[src/hdl/dbscan_pkg.sv]
// ----------------------------------------------------------------------------
// DBSCAN clustering package
// Shared payload types, controller/datapath command and status bundles, and
// the fixed field widths and register codes of the clustering block.
// ----------------------------------------------------------------------------
package dbscan_pkg;

    localparam int COORD_W   = 16;
    localparam int POINT_W   = 3 * COORD_W;
    localparam int LABEL_W   = 7;
    localparam int IDX_OUT_W = 6;
    localparam int RAD_W     = 34;
    localparam int MINN_W    = 7;
    localparam int CFG_IDX_W = 2;
    localparam int CFG_DATA_W = RAD_W;

    localparam logic [CFG_IDX_W-1:0] CFG_RADIUS_SQ = 2'd0;
    localparam logic [CFG_IDX_W-1:0] CFG_MIN_NEIGH = 2'd1;

    localparam logic [RAD_W-1:0]  RADIUS_RESET = 34'd4194304;
    localparam logic [MINN_W-1:0] MIN_RESET    = 7'd3;

    typedef struct packed {
        logic signed [COORD_W-1:0] coord_x;
        logic signed [COORD_W-1:0] coord_y;
        logic signed [COORD_W-1:0] coord_z;
        logic                      set_end;
    } t_in_item;

    typedef struct packed {
        logic [IDX_OUT_W-1:0] point_index;
        logic [LABEL_W-1:0]   cluster_id;
        logic                 final_label;
    } t_out_item;

    typedef struct packed {
        logic load;
        logic next_i;
        logic pick;
        logic fetch_p;
        logic latch;
        logic step;
        logic new_cluster;
        logic enq_start;
        logic enq_step;
        logic pop;
        logic relabel;
        logic qtake;
        logic out_read;
        logic next_k;
        logic clear;
    } t_cmd;

    typedef struct packed {
        logic i_end;
        logic i_vis;
        logic j_end;
        logic pipe_busy;
        logic core;
        logic q_avail;
        logic q_vis;
        logic k_last;
    } t_sts;

endpackage

[src/hdl/dbscan_ctrl.sv]
// ----------------------------------------------------------------------------
// DBSCAN controller
// State machine that sequences loading, neighbour sweeps, breadth-first
// cluster growth and label output.
// ----------------------------------------------------------------------------
module dbscan_ctrl (
    input  logic             i_clk,
    input  logic             i_rst_n,
    input  logic             i_in_valid,
    input  logic             i_set_end,
    output logic             o_in_ready,
    output logic             o_out_valid,
    input  logic             i_out_ready,
    input  dbscan_pkg::t_sts i_sts,
    output dbscan_pkg::t_cmd o_cmd
);

    typedef enum logic [10:0] {
        S_IDLE   = 11'b00000000001,
        S_PICK   = 11'b00000000010,
        S_FETCH  = 11'b00000000100,
        S_LATCH  = 11'b00000001000,
        S_SWEEP  = 11'b00000010000,
        S_DECIDE = 11'b00000100000,
        S_ENQ    = 11'b00001000000,
        S_QNEXT  = 11'b00010000000,
        S_QCHK   = 11'b00100000000,
        S_ORD    = 11'b01000000000,
        S_SHOW   = 11'b10000000000
    } t_state;

    t_state r_state, n_state;
    logic   r_qmode, n_qmode;

    always_comb begin
        n_state     = r_state;
        n_qmode     = r_qmode;
        o_cmd       = '0;
        o_in_ready  = 1'b0;
        o_out_valid = 1'b0;
        unique case (r_state)
            S_IDLE: begin
                o_in_ready = 1'b1;
                if (i_in_valid) begin
                    o_cmd.load = 1'b1;
                    if (i_set_end) begin
                        n_state = S_PICK;
                    end
                end
            end
            S_PICK: begin
                if (i_sts.i_end) begin
                    n_state = S_ORD;
                end else if (i_sts.i_vis) begin
                    o_cmd.next_i = 1'b1;
                end else begin
                    o_cmd.pick = 1'b1;
                    n_qmode    = 1'b0;
                    n_state    = S_FETCH;
                end
            end
            S_FETCH: begin
                o_cmd.fetch_p = 1'b1;
                n_state       = S_LATCH;
            end
            S_LATCH: begin
                o_cmd.latch = 1'b1;
                n_state     = S_SWEEP;
            end
            S_SWEEP: begin
                if (!i_sts.j_end) begin
                    o_cmd.step = 1'b1;
                end else if (!i_sts.pipe_busy) begin
                    n_state = S_DECIDE;
                end
            end
            S_DECIDE: begin
                if (i_sts.core) begin
                    o_cmd.new_cluster = !r_qmode;
                    o_cmd.enq_start   = 1'b1;
                    n_state           = S_ENQ;
                end else if (!r_qmode) begin
                    o_cmd.next_i = 1'b1;
                    n_state      = S_PICK;
                end else begin
                    n_state = S_QNEXT;
                end
            end
            S_ENQ: begin
                if (i_sts.j_end) begin
                    n_state = S_QNEXT;
                end else begin
                    o_cmd.enq_step = 1'b1;
                end
            end
            S_QNEXT: begin
                if (i_sts.q_avail) begin
                    o_cmd.pop = 1'b1;
                    n_state   = S_QCHK;
                end else begin
                    o_cmd.next_i = 1'b1;
                    n_state      = S_PICK;
                end
            end
            S_QCHK: begin
                if (i_sts.q_vis) begin
                    o_cmd.relabel = 1'b1;
                    n_state       = S_QNEXT;
                end else begin
                    o_cmd.qtake = 1'b1;
                    n_qmode     = 1'b1;
                    n_state     = S_FETCH;
                end
            end
            S_ORD: begin
                o_cmd.out_read = 1'b1;
                n_state        = S_SHOW;
            end
            S_SHOW: begin
                o_out_valid = 1'b1;
                if (i_out_ready) begin
                    if (i_sts.k_last) begin
                        o_cmd.clear = 1'b1;
                        n_state     = S_IDLE;
                    end else begin
                        o_cmd.next_k = 1'b1;
                        n_state      = S_ORD;
                    end
                end
            end
            default: begin
                n_state = S_IDLE;
            end
        endcase
    end

    always_ff @(posedge i_clk) begin
        if (!i_rst_n) begin
            r_state <= S_IDLE;
            r_qmode <= 1'b0;
        end else begin
            r_state <= n_state;
            r_qmode <= n_qmode;
        end
    end

    a_onehot: assert property (@(posedge i_clk) disable iff (!i_rst_n)
        $onehot(r_state))
        else $error("state register not one-hot");
    a_out_hold: assert property (@(posedge i_clk) disable iff (!i_rst_n)
        o_out_valid && !i_out_ready |=> o_out_valid)
        else $error("label withdrawn before transfer");
    a_no_overlap: assert property (@(posedge i_clk) disable iff (!i_rst_n)
        !(o_in_ready && o_out_valid))
        else $error("input and output active together");

endmodule

[config.mk]
export PLATFORM = sky130hd
export DESIGN_NAME = dbscan_ctrl
export DESIGN_NICKNAME = d
export VERILOG_FILES = /design/src/hdl/dbscan_pkg.sv /design/src/hdl/dbscan_ctrl.sv
export SDC_FILE = /design/constraint.sdc
export NUM_CORES = 1
export LEC_CHECK = 0
export BUFFER_PORTS_ARGS = -buffer_cell sky130_fd_sc_hd__clkbuf_2
export CAP_MARGIN = 20
export CORE_MARGIN = 3
export CORE_UTILIZATION = 46
export CTS_BUF_LIST = sky130_fd_sc_hd__clkbuf_16
export DETAILED_ROUTE_END_ITERATION = 10
export PLACE_DENSITY_LB_ADDON = 0.25
export SLEW_MARGIN = 40
export SYNTH_ARGS = -nofsm -noshare
export SYNTH_HDL_FRONTEND = slang
export SYNTH_SLANG_ARGS = --single-unit
[constraint.sdc]
create_clock -name i_clk -period 2.1 [get_ports i_clk]
set_clock_uncertainty 0.2 [all_clocks]
set_input_delay 0.42 -clock i_clk [delete_from_list [all_inputs] [get_ports i_clk]]
set_output_delay 0.42 -clock i_clk [all_outputs]
set_load 0.005 [all_outputs]
# ---- After elaboration in Yosys (flattened, before gate mapping)
# Index checks and enable logic that the tools add are counted.
# W data, S select, Z words.
dict set report word_totals {
  reg_bits 12
  in_bits 13
  out_inout_bits 17
  elab_cells 74
}
dict set report op_classes {
  n_eq_ne 21
  muxes 47
  reduce_logical 4
}
# op n
set op_table {}
lappend op_table {{$pmux W11 S11} 1}
lappend op_table {{$mux W11} 9}
lappend op_table {{$mux W1} 25}
lappend op_table {{$ne A2 B2 Y1 const B} 9}
lappend op_table {{$mux W8} 2}
lappend op_table {{$mux W2} 6}
lappend op_table {{$eq A11 B1 Y1 const B} 1}
lappend op_table {{$eq A11 B10 Y1 const B} 1}
lappend op_table {{$eq A11 B11 Y1 const B} 1}
lappend op_table {{$eq A11 B2 Y1 const B} 1}
lappend op_table {{$eq A11 B3 Y1 const B} 1}
lappend op_table {{$eq A11 B4 Y1 const B} 1}
lappend op_table {{$eq A11 B5 Y1 const B} 1}
lappend op_table {{$eq A11 B6 Y1 const B} 1}
lappend op_table {{$eq A11 B7 Y1 const B} 1}
lappend op_table {{$eq A11 B8 Y1 const B} 1}
lappend op_table {{$eq A11 B9 Y1 const B} 1}
lappend op_table {{$mux W10} 1}
lappend op_table {{$mux W9} 1}
lappend op_table {{$reduce_and A7 Y1} 1}
lappend op_table {{$reduce_and A4 Y1} 1}
lappend op_table {{$ne A3 B3 Y1 const B} 1}
lappend op_table {{$pmux W1 S3} 1}
lappend op_table {{$pmux W1 S2} 1}
lappend op_table {{2 further kinds} 2}

# ---- Logic depth before layout (Yosys ltp)
dict set report logic_depth {
  ltp_word 3
  mapped_depth 6
  ltp_nobuf 5
}

# ---- Worst setup path after synthesis
# No wires, ideal clock.
dict set report synth_timing {
  kind {flip-flop to output port}
  start {reg r_state[5]}
  end {out o_cmd[13] (netlist bit)}
  t_arrival_ps 1550
  t_required_ps 1480
  slack_ps -70
  stages_incl_launch_ff 7
  n_path_buf 1
  cell_sequence {dfxtp_1 buf_4 nor4_1 and2_1 nand4b_1 nor3b_1 a21o_1}
}
# item line_no
set synth_lines {}
lappend synth_lines {{start: declaration} dbscan_ctrl.sv:32} ;# t_state r_state, n_state;
lappend synth_lines {{start signal: assignment} dbscan_ctrl.sv:142} ;# r_state <= n_state;
lappend synth_lines {{end: declaration} dbscan_ctrl.sv:15} ;# output dbscan_pkg::t_cmd o_cmd

==> metrics.txt <==
worst path arrival time around 1.8 ns; Post-Syn Area approximately 1000 um^2; status finished, violations left; Rows 16; non-filler instance count after layout 219; Net Count, Synth approximately 140; Seq/Total Area, Yosys a little under a quarter; post-DR wirelength/cell 22.0 um; root buf cell clkbuf_16; Iteration-0 DRC Markers ~110; Ys Warns 0; final WL approximately 4.8 mm; Die H 53.7 um; number of I/O pins 30; Final Hold Viols 0; CTS max path bufs 2; top post-synthesis cells by count 12 x dfxtp_1, 12 x nor2_1, 7 x nand2_1, 7 x nand3_1, 7 x nor3_1; min cycle time layout 2.40 ns; Synth area leader dfxtp_1; Area Overhead vs Synth 72.0%; synth top area cells dfxtp_1 23%, buf_6 4.3%, nor2_1 4.3%; P_leak just under 0.0008 uW; number of synthesized register bits 12; starting density of the core 50.7%; number of enable flip-flop cells after synthesis 0; initial antenna violation count 0; Synth top area share ~23%; largest net degree at the start of global routing 10; WP buf/inv 1; vias in the first global route between 1000 and 1500; Crit path largest cell delay ~0.57 ns; vias per cell 6.55; CP top delay family simple AND/OR/NAND/NOR gates; Yosys cell types between 40 and 50; FFs w/ async S/R, synth 0%; Clock Pin Slew Worst Setup and Hold Paths around 0.050 ns; routability congestion estimate around 0.97; H-tree depth 1; RSZ-0062 raised after global routing true; die span in x between 50 and 60 um; Final Worst Setup Slack -0.299 ns; nets 206; failing checks negative setup slack; dpl cells a little under 200; pwr dens approximately 750 nW/um^2; # diodes 0; total power approximately 1300 uW; fraction of layout instances using a drive strength above 1 60.4%; GR Util All Layers 30.0%; worst min path class input pin to flip-flop; Max Transition Viols Final 0; Final setup viols 20; TritonCTS clock tree built; Mapped Cells between 100 and 150; post-route ant nets 0; Core Footprint between 2000 and 2500 um^2; Req. time, crit path 1.48 ns; global-route wire length before repair ~6.2 mm; crit path capture type primary output; TritonRoute pass-1 iters 4; crit-path cells or4_4, nor4_4, and2_1, clkbuf_2; count of input and output buffers 29; fin crit share 114%; peak supply drop roughly 0.87 mV; Worst slew margin between 60% and 70%; f_max 417 MHz; Slowest-stage cell, CP or4_4; drc violations 0; critical path class flip-flop to primary output; Clock Sinks 12; via count about 1400; grt ovf 0; Clock Latency Late Sink 0.25 ns; Die Area between 2000 and 3000 um^2; syn avg cell area ~8.1 um^2; HPWL after DPL between 2 and 2.5 mm; startpoint types flip-flop; Num CTS Buffers 3; slew of the pin with the lowest slew margin ~0.46 ns; ys flop type dfxtp_1; highest fanout seen on the critical path 3; Max Cap Viol 0
==> timing repair <==
| item | CTS | global route |
|---|---|---|
| pin swaps | 13 | 8 |
| resized for setup | 29 | 33 |
| endpoints found under the hold margin | 0 | 0 |
| buffers inserted | 10 | 6 |
| hold buffers | 0 | 0 |
| gates cloned | 0 | 0 |
| setup endpoints to repair | 17 | 19 |
==> sequential cells by signal (all words and copies together), names as in the netlist <==
register and flops:
r_state 11, r_qmode 1
==> layer usage <==
metal / share of wire [%] / up-vias / routed length, um / global-route usage, %
met2: 50 / 113 / 2410 / 49.4
met5: 0 / - / 0 / 0
met3: 10 / 31 / 482 / 5.82
met4: 5.4 / 0 / 260 / 12.3
met1: 35 / 678 / 1670 / 37.8
li1: - / 612 / - / -
==> cells by family after synthesis <==
logic type / Yosys count / synth area share, %
muxes: 1 / 0.957
AOI/OAI and AO/OA: 28 / 20.9
and+or+nand+nor: 70 / 43.2
DFF: 12 / 23.0
xor gates and xnor gates: 2 / 1.67
buffers and inverters: 16 / 10.3
==> per-stage QoR <==
step / setup TNS [ns] / hold slack, ns / area (um^2) / utilization, % / worst slack (ns)
floorplan: 0 / 0.315 / 1050 / - / 0.0168
global placement: 0 / 0.346 / 1330 / 64.3 / 0.0104
detailed placement: -0.0138 / 0.373 / 1330 / 64.3 / -0.0111
CTS: -1.69 / 0.307 / 1600 / 77.4 / -0.232
global route: -4.09 / 0.349 / 1800 / 87.3 / -0.333
finish: -3.04 / 0.332 / 1800 / 87.3 / -0.299
==> report_power, final <==
group	total [uW]	switching, uW	internal [uW]
registers	264	19.1	245
clock network	365	113	252
logic	718	371	347
==> area by class of cell <==
| cell class | instances | area [um^2] |
|---|---|---|
| Clock inverter | 1 | 3.75 |
| Multi-Input combinational cell | 101 | 893 |
| Tap cell | 27 | 33.8 |
| Timing Repair Buffer | 69 | 520 |
| Inverter | 6 | 22.5 |
| Fill cell | 97 | 263 |
| Sequential cell | 12 | 250 |
| Clock buffer | 3 | 75.1 |
==> final timing paths <==
| check | start | to | slack (ns) | cells after the start |
|---|---|---|---|---|
| hold / removal | i_rst_n | r_state[2]$_SDFFE_PN0P_ | 0.33 | 2 |
| setup reg to reg | r_state[6]$_SDFFE_PN0P_ | r_state[5]$_SDFFE_PN0P_ | -0.08 | 7 |
| hold reg to reg | r_state[7]$_SDFFE_PN0P_ | r_state[6]$_SDFFE_PN0P_ | 0.45 | 2 |
| setup / recovery | r_state[10]$_SDFFE_PN0P_ | o_cmd[14] | -0.30 | 4 |
==> layout by cell type, fill, tap and decap left out, types with 3 or more instances in the layout <==
cell / count
buf_4: 33
clkbuf_2: 19
nor2_1: 10
buf_6: 10
nand3_1: 6
inv_1: 6
dfxtp_1: 6
nor3_2: 5
a21oi_1: 5
buf_2: 5
dfxtp_2: 5
nand2_1: 4
o21ai_0: 4
nor4_4: 3
and3_4: 3
and2_1: 3
o21a_1: 3
clkbuf_16: 3
Power figures use the tool's default switching activity.
